[config.mk]
export PLATFORM = sky130hd
export DESIGN_NAME = motion_delta_accumulator
export DESIGN_NICKNAME = d
export VERILOG_FILES = /design/src/hdl/mda_pkg.sv /design/src/hdl/mda_ctrl.sv /design/src/hdl/mda_dp.sv /design/src/hdl/motion_delta_accumulator.sv
export SDC_FILE = /design/constraint.sdc
export NUM_CORES = 1
export LEC_CHECK = 0
export ABC_CLOCK_PERIOD_IN_PS = 9700
export CORE_ASPECT_RATIO = 1.2
export CORE_UTILIZATION = 25
export DETAILED_ROUTE_END_ITERATION = 10
export DONT_BUFFER_PORTS = 1
export PLACE_DENSITY_LB_ADDON = 0.08
export SETUP_SLACK_MARGIN = 0.02
export SYNTH_ARGS = -nofsm -noshare
export SYNTH_HDL_FRONTEND = slang
export SYNTH_HIERARCHICAL = 1
export SYNTH_SLANG_ARGS = --single-unit
[constraint.sdc]
create_clock -name clk_i -period 9.7 [get_ports clk_i]
set_clock_uncertainty 0.05 [all_clocks]
set_input_delay 1.455 -clock clk_i [delete_from_list [all_inputs] [get_ports clk_i]]
set_output_delay 1.455 -clock clk_i [all_outputs]
set_load 0.02 [all_outputs]
[src/hdl/mda_pkg.sv]
// ----------------------------------------------------------------------------
// mda_pkg
// Shared widths, field codes and controller-to-datapath command type of the
// motion delta accumulator.
// ----------------------------------------------------------------------------
`default_nettype none

package mda_pkg;

  localparam int unsigned ACC_WIDTH_DEF = 32;
  localparam int unsigned DELTA_W       = 8;
  localparam int unsigned QUAL_W        = 8;
  localparam int unsigned SUM_OUT_W     = 32;
  localparam int unsigned MEAN_W        = 15;
  localparam int unsigned IN_TDATA_W    = 24;
  localparam int unsigned OUT_TDATA_W   = 80;

  localparam logic MODE_REPORT  = 1'b0;
  localparam logic MODE_READOUT = 1'b1;

  typedef struct packed {
    logic acc_en;     // add the accepted report into the sums
    logic start_div;  // snapshot sums, clear them, seed the divider
    logic div_step;   // one restoring division step
    logic load_out;   // move the finished readout into the output register
  } cmd_t;

endpackage

`default_nettype wire

[src/hdl/mda_ctrl.sv]
// ----------------------------------------------------------------------------
// mda_ctrl
// Sequencer: takes items, runs the divider for one step per quotient bit and
// hands the readout to the output register.
// ----------------------------------------------------------------------------
`default_nettype none

module mda_ctrl
  import mda_pkg::*;
#(
  parameter int unsigned ACC_WIDTH = ACC_WIDTH_DEF
) (
  input  wire logic clk_i,
  input  wire logic rst_ni,
  input  wire logic s_tvalid_i,
  input  wire logic s_mode_i,
  output logic      s_tready_o,
  output logic      m_tvalid_o,
  input  wire logic m_tready_i,
  output cmd_t      cmd_o
);

  localparam int unsigned STEP_W = $clog2(ACC_WIDTH);

  typedef enum logic [1:0] {
    ST_IDLE,
    ST_DIV,
    ST_LOAD
  } state_e;

  state_e              state_q, state_d;
  logic [STEP_W-1:0]   step_q, step_d;
  logic                m_valid_q, m_valid_d;
  logic                s_take;
  logic                out_free;

  assign s_tready_o = (state_q == ST_IDLE);
  assign s_take     = s_tvalid_i && s_tready_o;
  assign out_free   = !m_valid_q || m_tready_i;
  assign m_tvalid_o = m_valid_q;

  always_comb begin
    state_d         = state_q;
    step_d          = step_q;
    cmd_o           = '0;
    case (state_q)
      ST_IDLE: begin
        if (s_take) begin
          if (s_mode_i == MODE_READOUT) begin
            cmd_o.start_div = 1'b1;
            step_d          = STEP_W'(ACC_WIDTH - 1);
            state_d         = ST_DIV;
          end else begin
            cmd_o.acc_en = 1'b1;
          end
        end
      end
      ST_DIV: begin
        cmd_o.div_step = 1'b1;
        if (step_q == '0) begin
          state_d = ST_LOAD;
        end else begin
          step_d = step_q - STEP_W'(1);
        end
      end
      ST_LOAD: begin
        if (out_free) begin
          cmd_o.load_out = 1'b1;
          state_d        = ST_IDLE;
        end
      end
      default: begin
        state_d = ST_IDLE;
      end
    endcase
  end

  always_comb begin
    if (cmd_o.load_out) begin
      m_valid_d = 1'b1;
    end else begin
      m_valid_d = m_valid_q && !m_tready_i;
    end
  end

  always_ff @(posedge clk_i or negedge rst_ni) begin
    if (!rst_ni) begin
      state_q   <= ST_IDLE;
      step_q    <= '0;
      m_valid_q <= 1'b0;
    end else begin
      state_q   <= state_d;
      step_q    <= step_d;
      m_valid_q <= m_valid_d;
    end
  end

endmodule

`default_nettype wire

[src/hdl/mda_dp.sv]
// ----------------------------------------------------------------------------
// mda_dp
// Datapath: wrapping position, quality and motion sums, a restoring divider
// one quotient bit per step, and the output register.
// ----------------------------------------------------------------------------
`default_nettype none

module mda_dp
  import mda_pkg::*;
#(
  parameter int unsigned ACC_WIDTH = ACC_WIDTH_DEF
) (
  input  wire logic                     clk_i,
  input  wire logic                     rst_ni,
  input  wire cmd_t                     cmd_i,
  input  wire logic signed [DELTA_W-1:0] delta_x_i,
  input  wire logic signed [DELTA_W-1:0] delta_y_i,
  input  wire logic [QUAL_W-1:0]        quality_i,
  output logic signed [SUM_OUT_W-1:0]   sum_x_o,
  output logic signed [SUM_OUT_W-1:0]   sum_y_o,
  output logic [MEAN_W-1:0]             mean_quality_o,
  output logic                          count_was_zero_o
);

  logic [ACC_WIDTH-1:0] px_q, px_d;
  logic [ACC_WIDTH-1:0] py_q, py_d;
  logic [ACC_WIDTH-1:0] qs_q, qs_d;
  logic [ACC_WIDTH-1:0] cnt_q, cnt_d;
  logic                 moved;

  logic [ACC_WIDTH-1:0] snap_x_q;
  logic [ACC_WIDTH-1:0] snap_y_q;
  logic [ACC_WIDTH-1:0] divisor_q;
  logic [ACC_WIDTH-1:0] quo_q;
  logic [ACC_WIDTH-1:0] rem_q;
  logic                 zero_q;
  logic [ACC_WIDTH:0]   trial;
  logic [ACC_WIDTH:0]   diff;

  logic [SUM_OUT_W-1:0] out_x;
  logic [SUM_OUT_W-1:0] out_y;
  logic [MEAN_W-1:0]    mean;

  assign px_d  = px_q + {{(ACC_WIDTH - DELTA_W){delta_x_i[DELTA_W-1]}}, delta_x_i};
  assign py_d  = py_q + {{(ACC_WIDTH - DELTA_W){delta_y_i[DELTA_W-1]}}, delta_y_i};
  assign qs_d  = qs_q + {{(ACC_WIDTH - QUAL_W){1'b0}}, quality_i};
  assign moved = (px_d != '0) || (py_d != '0);
  assign cnt_d = cnt_q + {{(ACC_WIDTH - 1){1'b0}}, moved};

  always_ff @(posedge clk_i or negedge rst_ni) begin
    if (!rst_ni) begin
      px_q  <= '0;
      py_q  <= '0;
      qs_q  <= '0;
      cnt_q <= '0;
    end else if (cmd_i.start_div) begin
      px_q  <= '0;
      py_q  <= '0;
      qs_q  <= '0;
      cnt_q <= '0;
    end else if (cmd_i.acc_en) begin
      px_q  <= px_d;
      py_q  <= py_d;
      qs_q  <= qs_d;
      cnt_q <= cnt_d;
    end
  end

  assign trial = {rem_q, quo_q[ACC_WIDTH-1]};
  assign diff  = trial - {1'b0, divisor_q};

  always_ff @(posedge clk_i) begin
    if (cmd_i.start_div) begin
      snap_x_q  <= px_q;
      snap_y_q  <= py_q;
      divisor_q <= cnt_q;
      quo_q     <= qs_q;
      rem_q     <= '0;
      zero_q    <= (cnt_q == '0);
    end else if (cmd_i.div_step) begin
      if (!diff[ACC_WIDTH]) begin
        rem_q <= diff[ACC_WIDTH-1:0];
      end else begin
        rem_q <= trial[ACC_WIDTH-1:0];
      end
      quo_q <= {quo_q[ACC_WIDTH-2:0], !diff[ACC_WIDTH]};
    end
  end

  generate
    if (ACC_WIDTH >= SUM_OUT_W) begin : g_trunc
      assign out_x = snap_x_q[SUM_OUT_W-1:0];
      assign out_y = snap_y_q[SUM_OUT_W-1:0];
    end else begin : g_sext
      assign out_x = {{(SUM_OUT_W - ACC_WIDTH){snap_x_q[ACC_WIDTH-1]}}, snap_x_q};
      assign out_y = {{(SUM_OUT_W - ACC_WIDTH){snap_y_q[ACC_WIDTH-1]}}, snap_y_q};
    end
  endgenerate

  always_comb begin
    if (zero_q) begin
      mean = '0;
    end else if (|quo_q[ACC_WIDTH-1:MEAN_W]) begin
      mean = '1;
    end else begin
      mean = quo_q[MEAN_W-1:0];
    end
  end

  always_ff @(posedge clk_i) begin
    if (cmd_i.load_out) begin
      sum_x_o          <= out_x;
      sum_y_o          <= out_y;
      mean_quality_o   <= mean;
      count_was_zero_o <= zero_q;
    end
  end

endmodule

`default_nettype wire

[src/hdl/motion_delta_accumulator.sv]
// ----------------------------------------------------------------------------
// motion_delta_accumulator
// Accumulates optical-flow motion reports and returns position sums and the
// mean surface quality on readout.
// ----------------------------------------------------------------------------
// A motion report (tuser 0) is taken while the sequencer is idle, and reports
// may arrive on every cycle. A readout (tuser 1) snapshots and clears the sums,
// then runs a restoring divider that produces one quotient bit per cycle, and
// the input stays stalled until the readout result is moved into the output
// register. It stalls longer only if an earlier result still waits in the
// output register. The motion count advances on every report after which the
// accumulated position is nonzero.
// ----------------------------------------------------------------------------
`default_nettype none

module motion_delta_accumulator
  import mda_pkg::*;
#(
  parameter int unsigned ACC_WIDTH = ACC_WIDTH_DEF
) (
  input  wire logic                   clk_i,
  input  wire logic                   rst_ni,
  input  wire logic                   s_axis_tvalid_i,
  output logic                        s_axis_tready_o,
  // delta_x [7:0], delta_y [15:8], quality [23:16]
  input  wire logic [IN_TDATA_W-1:0]  s_axis_tdata_i,
  // mode
  input  wire logic                   s_axis_tuser_i,
  output logic                        m_axis_tvalid_o,
  input  wire logic                   m_axis_tready_i,
  // sum_x [31:0], sum_y [63:32], mean_quality [78:64], zero pad [79]
  output logic [OUT_TDATA_W-1:0]      m_axis_tdata_o,
  // count_was_zero
  output logic                        m_axis_tuser_o
);

  cmd_t                        cmd;
  logic signed [SUM_OUT_W-1:0] sum_x;
  logic signed [SUM_OUT_W-1:0] sum_y;
  logic [MEAN_W-1:0]           mean_quality;

  mda_ctrl #(
    .ACC_WIDTH (ACC_WIDTH)
  ) u_ctrl (
    .clk_i      (clk_i),
    .rst_ni     (rst_ni),
    .s_tvalid_i (s_axis_tvalid_i),
    .s_mode_i   (s_axis_tuser_i),
    .s_tready_o (s_axis_tready_o),
    .m_tvalid_o (m_axis_tvalid_o),
    .m_tready_i (m_axis_tready_i),
    .cmd_o      (cmd)
  );

  mda_dp #(
    .ACC_WIDTH (ACC_WIDTH)
  ) u_dp (
    .clk_i            (clk_i),
    .rst_ni           (rst_ni),
    .cmd_i            (cmd),
    .delta_x_i        (s_axis_tdata_i[7:0]),
    .delta_y_i        (s_axis_tdata_i[15:8]),
    .quality_i        (s_axis_tdata_i[23:16]),
    .sum_x_o          (sum_x),
    .sum_y_o          (sum_y),
    .mean_quality_o   (mean_quality),
    .count_was_zero_o (m_axis_tuser_o)
  );

  assign m_axis_tdata_o = {1'b0, mean_quality, sum_y, sum_x};

endmodule

`default_nettype wire

# Word level (Yosys, flattened, before mapping)
# Cells that the tools add are included.
dict set report word_totals {
  regBits 377
  in_bits 29
  output_inout_bits 83
  word_cells 77
}
dict set report classes {
  n_addsub 6
  eq_ne 7
  muxes 29
  reduce_logical 18
}
# op n
set op_table {}
lappend op_table {{32-bit 2-to-1 mux} 11}
lappend op_table {{32-bit adder} 2}
lappend op_table {{32-bit nonzero test} 2}
lappend op_table {{33-bit by 32-bit subtractor with 33-bit output} 1}
lappend op_table {{32-bit by 1-bit adder with 32-bit output} 1}
lappend op_table {{32-bit by 8-bit adder with 32-bit output} 1}
lappend op_table {{32-bit zero test} 1}
lappend op_table {{17-bit OR reduction} 1}
lappend op_table {{15-bit 2-to-1 mux} 1}
lappend op_table {{5-bit 2-to-1 mux} 3}
lappend op_table {{2-bit 2-to-1 mux} 6}
lappend op_table {{5-bit one-hot mux with 2 select lines} 1}
lappend op_table {{4-bit AND reduction} 2}
lappend op_table {{1-bit 2-to-1 mux} 6}
lappend op_table {{2-bit != test, second input constant} 3}
lappend op_table {{2-bit one-hot mux with 3 select lines} 1}
lappend op_table {{2-bit nonzero test} 3}
lappend op_table {{5-bit zero test} 1}
lappend op_table {{5-bit by 1-bit subtractor with 5-bit output, second input constant} 1}
lappend op_table {{2-bit by 1-bit != test with 1-bit output, second input constant} 2}
lappend op_table {{1-bit zero test} 3}
lappend op_table {{2-bit by 1-bit equality test with 1-bit output, second input constant} 1}
lappend op_table {{2-bit equality test, second input constant} 1}
lappend op_table {{1-bit logical AND} 2}
lappend op_table {{2 further kinds} 3}

# Logic depth before layout (Yosys ltp)
# Gate-level depths: netlist (run 1).
dict set report depth {
  depth_word 6
  mapped_depth 23
  ltp_nobuf 23
}

# Hierarchy
# Netlist (run 1), hierarchy kept.
# mod n_inst cells_per_inst area_each_um2 seq_area_each_um2
set by_module_without_submodules {}
lappend by_module_without_submodules {mda_dp 1 1748 19118.3 10119.7}
lappend by_module_without_submodules {mda_ctrl 1 43 414.1 200.2}
lappend by_module_without_submodules {motion_delta_accumulator 1 2 11.3 0.0}

# Worst setup path before layout (run 1)
# Ideal clock, no wire load.
dict set report synth_path {
  path_type {input port to flip-flop}
  from {in s_axis_tdata_i[8]}
  to {reg u_dp.cnt_q[29]}
  setup_time_ps 132
  arrival_ps 5853
  required_time_ps 9518
  slack_ps 3665
  stages 23
  n_path_buf 0
  cell_sequence {ha_1 inv_1 fa_1 nor2b_4 o31a_1 o21ai_2 a21oi_2 a211oi_2 o31ai_2 a31o_2 a21oi_1 or4_1 or4_1 or4_1 ha_1 nand2_1 nor3b_1 and3_1 and3_1 nor4b_1 nand3_1 xor2_1 nor2_1}
}
dict set report synth_between {
  elab_chain_len 6
}
# item line
set synth_rtl {}
lappend synth_rtl {{start: declaration} motion_delta_accumulator.sv:26} ;# input wire logic [IN_TDATA_W-1:0] s_axis_tdata_i,
lappend synth_rtl {{32-bit adder} mda_dp.sv:45} ;# assign py_d = py_q + {{(ACC_WIDTH - DELTA_W){delta_y_i[DELTA_W-1]}}, delta_y_i};
lappend synth_rtl {{32-bit nonzero test} mda_dp.sv:47} ;# assign moved = (px_d != '0) || (py_d != '0);
lappend synth_rtl {{1-bit logical OR} mda_dp.sv:47}
lappend synth_rtl {{32-bit by 1-bit adder with 32-bit output} mda_dp.sv:48} ;# assign cnt_d = cnt_q + {{(ACC_WIDTH - 1){1'b0}}, moved};
lappend synth_rtl {{32-bit 2-to-1 mux} mda_dp.sv:61} ;# end else if (cmd_i.acc_en) begin
lappend synth_rtl {{32-bit 2-to-1 mux} mda_dp.sv:56} ;# end else if (cmd_i.start_div) begin
lappend synth_rtl {{end signal: assignment} mda_dp.sv:65} ;# cnt_q <= cnt_d;
lappend synth_rtl {{end: declaration} mda_dp.sv:28} ;# logic [ACC_WIDTH-1:0] cnt_q, cnt_d;
# Every way passes these cells. The select of a mux whose other input is x is not followed.
# A chain may end at the register's enable or synchronous reset.

# Worst setup path after layout (run 1)
dict set report layout_path {
  from {in s_axis_tdata_i[8]}
  to {reg u_dp.cnt_q[31]}
}
# Same word-level chain as after synthesis.

==> out/results.tsv, run 1 <==
stage	metric	value	unit
setup_path	crit start category	primary input	
setup_path	Crit. End Element	register	
logic_synthesis	mapped cell area	19500	sq um
pwr	Seq pwr share	34.2	%
clocking	root buf cell	clkbuf_16	
clocking	clk_lat worst skew	600	ps
timing	Fmax	158	MHz
setup_path	CP cell instances	ha_1 -> inv_1 -> fa_1 -> nor2b_4 -> o31a_1 -> o21ai_2 -> a21oi_2 -> a211oi_2 -> o31ai_2 -> a31o_2 -> a21oi_1 -> or4_1 -> or4_1 -> or4_1 -> ha_1 -> nand2_1 -> nor3b_1 -> nor2b_1 -> nor2b_1 -> nor3b_1 -> nand2_1 -> xor2_1 -> nor2_1	
logic_synthesis	syn_nets	1932	
die	Die X	257	um
timing	Setup WS post-layout	3380	ps
global_route	M1 GR Usage	15.8	%
setup_path	crit path kind	in2reg	
clocking	Post-CTS Setup Inserts	0	
timing	Least-Margin Pin Slew	994	ps
logic_synthesis	Seq cells post-synth	377	
clocking	deepest clock path buffer count	3	
place	Post-Place Cells	2761	
clocking	Clock Pin Slew Worst Setup and Hold Paths	60	ps
clocking	H-tree depth	2	
setup_path	Bufs and invs on worst path	1	
global_route	most used routing layer	met2	
pwr	P_int	4.31	mW
final_layout	commonest cells after routing, fill and taps aside	nor2_1, edfxtp_1, dfrtp_1, a21oi_1, nand2_1	
routing	Routed Antenna Nets	0	
global_route	largest net degree at the start of global routing	137	
final_layout	antenna diode count	0	
place	Post-DP HPWL	38300	um
logic_synthesis	Seq/Total Area, Yosys	52.8	%
die	Site Rows	111	
timing	final period utilization	65.1	%
timing	sum of negative setup slack	0	ps
timing	Hold Vio Cnt, Final	0	
routing	vias per std cell	4.69	
routing	drt drc	0	
routing	routed vias	13345	
pwr	Pleak	8.88	nW
global_route	GR Util All Layers	13.8	%
pwr	Switching Share	38.5	%
pwr	Clock power frac	24.7	%
logic_synthesis	Ys Warns	6	
setup_path	critical path's slowest cell	or4_1	
die	die area	79300	sq um
final_layout	most common library cell in the layout ignoring fill and taps	nor2_1	
logic_synthesis	top_reg_cell synth	edfxtp_1	
routing	DRT Pass-1 Iters	5	
final_layout	Post-layout nets	1931	
pwr	combinational share of power	41.0	%
final_layout	final std cells w/o fill	2847	
logic_synthesis	Async SR Flop Fraction	36.1	%
global_route	global-route wire length before repair	84600	um
global_route	GR Util met3	3.08	%
setup_path	WP data arrival	6700	ps
global_route	grt total ovfl	0	
pwr	sw power	2.70	mW
global_route	initial antenna violation count	3	
setup_path	reg2reg setup slack	3870	ps
die	I/O Pins	112	
timing	min cycle time layout	6320	ps
setup_path	worst-path fanout max	5	
setup_path	cell family with the largest share of critical-path delay	simple AND/OR/NAND/NOR gates	
setup_path	slowest stage delay, CP	580	ps
place	gpl congestion	0.854	
timing	WHS	369	ps
flow_run	MaxCap Viol Count	0	
pwr	Pwr Density	316	nW/um^2
clocking	CTS Buf Count	46	
place	IO buf count	0	
timing	headroom to the max-slew limit	33.4	%
clocking	post-cts sizing count	0	
run_status	status	finished clean	
timing	Final Setup Violations	0	
timing	pins over their slew limit	0	
final_layout	share of cells above drive strength 1	7.27	%
setup_path	most used cell, CP	or4_1	
place	Post-Place Worst Slack	2740	ps
pwr	worst vdd ir	0.144	mV
logic_synthesis	Avg Cell Area, Syn	10.9	sq um
die	Initial Utilization	25.4	%
final_layout	Area Overhead vs Synth	13.6	%
hold_path	HP Class	reg2reg	
routing	DRT Wirelength	54400	um
logic_synthesis	Post-synth EDFFs	209	
routing	initial DRC count	736	
routing	Avg WL per Cell	19.1	um
clocking	Num Clock Sinks	377	
die	Core ar.	76900	sq um
die	die height	308	um
logic_synthesis	number of library cell types mapped by synthesis	84	
logic_synthesis	Cells after Synth	1793	
clocking	hold buffer count at cts	0	
clocking	TritonCTS clock tree	done	
timing	RSZ-0062 raised after global routing	no	
global_route	GR Layer Usage met2	24.4	%
setup_path	Required @ worst endpoint	10080	ps
global_route	number of global-route vias before repair	14052	
-- cell usage after synthesis, types with 22 or more instances --
cell	count	area share [%]
nor2b_1	27	0.86
nor2_1	216	4.1
clkbuf_1	44	0.85
xnor2_1	67	3.0
inv_1	78	1.5
nor3_1	22	0.56
a211oi_1	41	1.6
nand2_1	108	2.1
mux2i_1	72	3.7
edfxtp_1	209	32
dfxtp_1	32	3.3
o21ai_0	76	1.9
nor4_1	22	0.70
a21oi_1	110	2.8
nand4_1	23	0.74
xor2_1	72	3.2
and3_1	22	0.70
dfrtp_1	136	17
a21o_1	40	1.5
ha_1	106	6.8
nand3_1	45	1.2
-- power groups by stage --
stage	clock [mW]	sequential [mW]	combinational [mW]
after floorplan	0	2.30	2.23
after global placement	0	2.45	2.91
after detailed placement	0	2.44	2.91
after CTS	1.81	2.41	2.93
after global routing	1.87	2.45	3.23
final	1.73	2.40	2.88
-- state kept, by name, indices dropped and copies added, names as in the netlist, 15 cells and up --
register / count
u_dp/quo_q: 32
u_dp/py_q: 32
u_dp/sum_x_o: 32
u_dp/out_x: 32
u_dp/out_y: 32
u_dp/rem_q: 32
u_dp/sum_y_o: 32
u_dp/divisor_q: 32
u_dp/mean_quality_o: 15
u_dp/qs_q: 32
u_dp/px_q: 32
u_dp/cnt_q: 32
-- final timing paths --
path / cells after the start / endpoint / startpoint
min reg2reg: 0 / u_dp/sum_x_o[0] / u_dp/out_x[0]
min: 0 / u_dp/sum_x_o[0] / u_dp/out_x[0]
max in group asynchronous: 0 / u_ctrl/step_q[0] / rst_ni
min in group asynchronous: 0 / u_dp/py_q[21] / rst_ni
max: 23 / u_dp/cnt_q[31] / s_axis_tdata_i[8]
max reg2reg: 23 / u_dp/cnt_q[31] / u_dp/py_q[0]
-- cell type report --
cell class | count | area [sq um]
Clock inverter | 19 | 226
Sequential cell | 377 | 10300
Inverter | 81 | 304
Fill cell | 8021 | 54700
Tap cell | 1017 | 1270
Multi-Input combinational cell | 1274 | 8700
Timing Repair Buffer | 12 | 90.1
Clock buffer | 67 | 1290
-- routing by layer --
metal  wire length, um  vias to the layer above  part of all wire [%]
li1                  -                     6530                     -
met1             22500                     6493                    41
met2             27300                      197                    50
met3              2330                      119                   4.3
met4              2290                        6                   4.2
met5                41                        -                 0.075
-- cell families after synthesis --
kind of cell | Yosys count | share of synthesized area [%]
buffers and inverters | 142 | 2.84
other | 1 | 0.0192
DFF | 377 | 52.8
muxes | 89 | 4.67
AOI/OAI and AO/OA | 389 | 13.0
adders and majority gates | 110 | 7.20
xor gates and xnor gates | 139 | 6.23
and+or+nand+nor | 546 | 13.2
-- per-stage QoR --
stage | util, % | area, sq um | power, mW
3_3_place_gp | 26.9 | 20700 | 5.36
3_5_place_dp | 26.9 | 20700 | 5.35
6_report | 28.9 | 22200 | 7.01
4_1_cts | 28.9 | 22200 | 7.15
2_1_floorplan | - | 19500 | 4.52
5_1_grt | 28.9 | 22200 | 7.55
(Power assumes the default switching activity.)
==> run 2, diff against run 1 <==
- ABC_CLOCK_PERIOD_IN_PS: 9700 -> 5200
- clock period: 9.7 -> 5.2 ns (I/O delays scaled with it)
==> out/results.tsv, run 2 (synthesis results as in run 1) <==
stage	metric	value	unit
die	I/O Pins	112	
clocking	Clock Pin Slew Worst Setup and Hold Paths	70	ps
setup_path	Required @ worst endpoint	5620	ps
setup_path	Crit. End Element	register	
timing	Final Setup Violations	0	
routing	Avg WL per Cell	18.1	um
timing	Fmax	195	MHz
timing	pins over their slew limit	0	
flow_run	MaxCap Viol Count	0	
pwr	worst vdd ir	0.314	mV
setup_path	critical path's slowest cell	or4_4	
setup_path	cell family with the largest share of critical-path delay	simple AND/OR/NAND/NOR gates	
timing	final period utilization	98.6	%
setup_path	Reg-to-Reg Start	u_dp/py_q[6]	
clocking	clk_lat worst skew	610	ps
final_layout	final std cells w/o fill	3074	
setup_path	crit start category	register	
place	Post-Place Worst Slack	-543	ps
pwr	sw power	5.48	mW
die	die height	308	um
setup_path	worst-path fanout max	3	
routing	Metal-1 WL	23600	um
setup_path	Bufs and invs on worst path	1	
routing	met3 WL	2300	um
global_route	global-route wire length before repair	87200	um
die	die area	79300	sq um
die	Die X	257	um
setup_path	most used cell, CP	or4_4	
pwr	P_int	9.26	mW
pwr	Clock power frac	22.2	%
pwr	Pwr Density	606	nW/um^2
die	Core ar.	76900	sq um
routing	DRT Wirelength	55700	um
setup_path	Worst Reg2Reg Path Length in Cells	21	
timing	headroom to the max-slew limit	32.7	%
timing	RSZ-0062 raised after global routing	yes	
setup_path	WP data arrival	5540	ps
global_route	number of global-route vias before repair	14755	
timing	Setup WS post-layout	71.2	ps
hold_path	HP Class	in2async	
final_layout	share of the core filled with cells	31.6	%
routing	initial DRC count	853	
pwr	Pleak	10.0	nW
global_route	initial antenna violation count	6	
final_layout	design area	24300	sq um
global_route	grt total ovfl	0	
timing	Hold Vio Cnt, Final	0	
place	placed inst area	22300	sq um
setup_path	worst r2r dst	u_dp/cnt_q[25]	
pwr	Seq pwr share	30.1	%
pwr	Switching Share	37.2	%
clocking	root buf cell	clkbuf_16	
setup_path	crit path kind	reg2reg	
timing	min cycle time layout	5130	ps
final_layout	Area Overhead vs Synth	24.5	%
die	Site Rows	111	
final_layout	share of cells above drive strength 1	20.4	%
clocking	TritonCTS clock tree	done	
global_route	largest net degree at the start of global routing	137	
routing	DRT Pass-1 Iters	4	
routing	highest routed metal layer	met5	
clocking	H-tree depth	2	
die	Initial Utilization	25.4	%
clocking	deepest clock path buffer count	3	
global_route	GR Util All Layers	14.2	%
setup_path	reg2reg setup slack	70	ps
routing	routed vias	14112	
place	IO buf count	0	
final_layout	commonest cells after routing, fill and taps aside	buf_4, nor2_1, edfxtp_1, dfrtp_1, nand2_1	
setup_path	slowest stage delay, CP	590	ps
routing	Routed Antenna Nets	0	
place	Post-DP HPWL	39400	um
place	Post-Place Cells	2975	
routing	routed length on met2	28200	um
run_status	status	finished clean	
setup_path	CP cell instances	ha_4 -> a2111oi_4 -> o21ai_2 -> nand4_1 -> nand2_2 -> o311ai_4 -> a21oi_2 -> xnor2_1 -> or3_4 -> or4_4 -> or4_4 -> or4_4 -> ha_4 -> nand2_2 -> nor3b_4 -> and3_4 -> and3_4 -> nor4b_2 -> buf_4 -> xnor2_2 -> nor2_1	
clocking	Num Clock Sinks	377	
place	gpl congestion	0.801	
routing	drt drc	0	
timing	Least-Margin Pin Slew	1000	ps
clocking	CTS Buf Count	47	
routing	vias per std cell	4.59	
final_layout	Post-layout nets	2156	
pwr	combinational share of power	47.7	%
final_layout	most common library cell in the layout ignoring fill and taps	buf_4	
-- run 2: changes by cell type in the layout (fill, tap and decap cells not counted), sizes merged --
cell	previous run	this run
buf	12	236
clkbuf	67	66
clkinv	15	13
clkinvlp	0	2
diode	0	1
inv	82	85
-- run 2: worst max-delay path by stage --
stage / start / end / slack, ps / cells past startpoint
6_report: u_dp/py_q[6] / u_dp/cnt_q[25] / 70 / 21
5_1_grt: u_dp/px_q[0] / u_dp/cnt_q[25] / -170 / 23
4_1_cts: u_dp/py_q[6] / u_dp/cnt_q[20] / 7 / 21
3_5_place_dp: s_axis_tdata_i[8] / u_dp/cnt_q[20] / -540 / 24
3_3_place_gp: s_axis_tdata_i[8] / u_dp/cnt_q[29] / -500 / 24
2_1_floorplan: s_axis_tdata_i[0] / u_dp/cnt_q[29] / 30 / 23
-- run 2: layer usage --
metal  global-route usage, %  vias to the layer above
li1                        -                     6992
met1                    16.9                     6821
met2                    25.1                      204
met3                    2.84                       89
met4                    4.96                        6
met5                       0                        -
-- run 2: per-stage QoR --
| step | hold WS (ps) | TNS [ps] | power (mW) |
|---|---|---|---|
| 2_1_floorplan | 350 | 0 | 8.44 |
| 3_3_place_gp | 357 | -9460 | 11.3 |
| 3_5_place_dp | 355 | -10320 | 11.3 |
| 4_1_cts | 185 | 0 | 14.8 |
| 5_1_grt | 220 | -1350 | 15.9 |
| 6_report | 178 | 0 | 14.7 |
-- run 2: power groups by stage --
stage	combinational, mW	clock [mW]	sequential, mW
after global placement	6.84	0	4.50
after detailed placement	6.83	0	4.49
final	7.03	3.28	4.43
after global routing	7.80	3.55	4.53
after CTS	6.94	3.43	4.44
after floorplan	4.16	0	4.28
-- run 2: layout make-up --
class / instances / area, sq um
clock buffers: 66 / 1280
inverters: 81 / 304
well taps: 1017 / 1270
clock inverters: 22 / 264
repair buffers: 236 / 1790
multi-input cells: 1274 / 9100
flip-flops and latches: 377 / 10300
diodes: 1 / 2.50
fillers: 7928 / 52600
-- run 2: timing repair --
action,4_1_cts,5_1_grt
pin swaps,7,37
gates resized for setup,14,61
buffers inserted,2,7
hold buffers,1,0
setup endpoints to repair,19,24
endpoints found under the hold margin,136,0
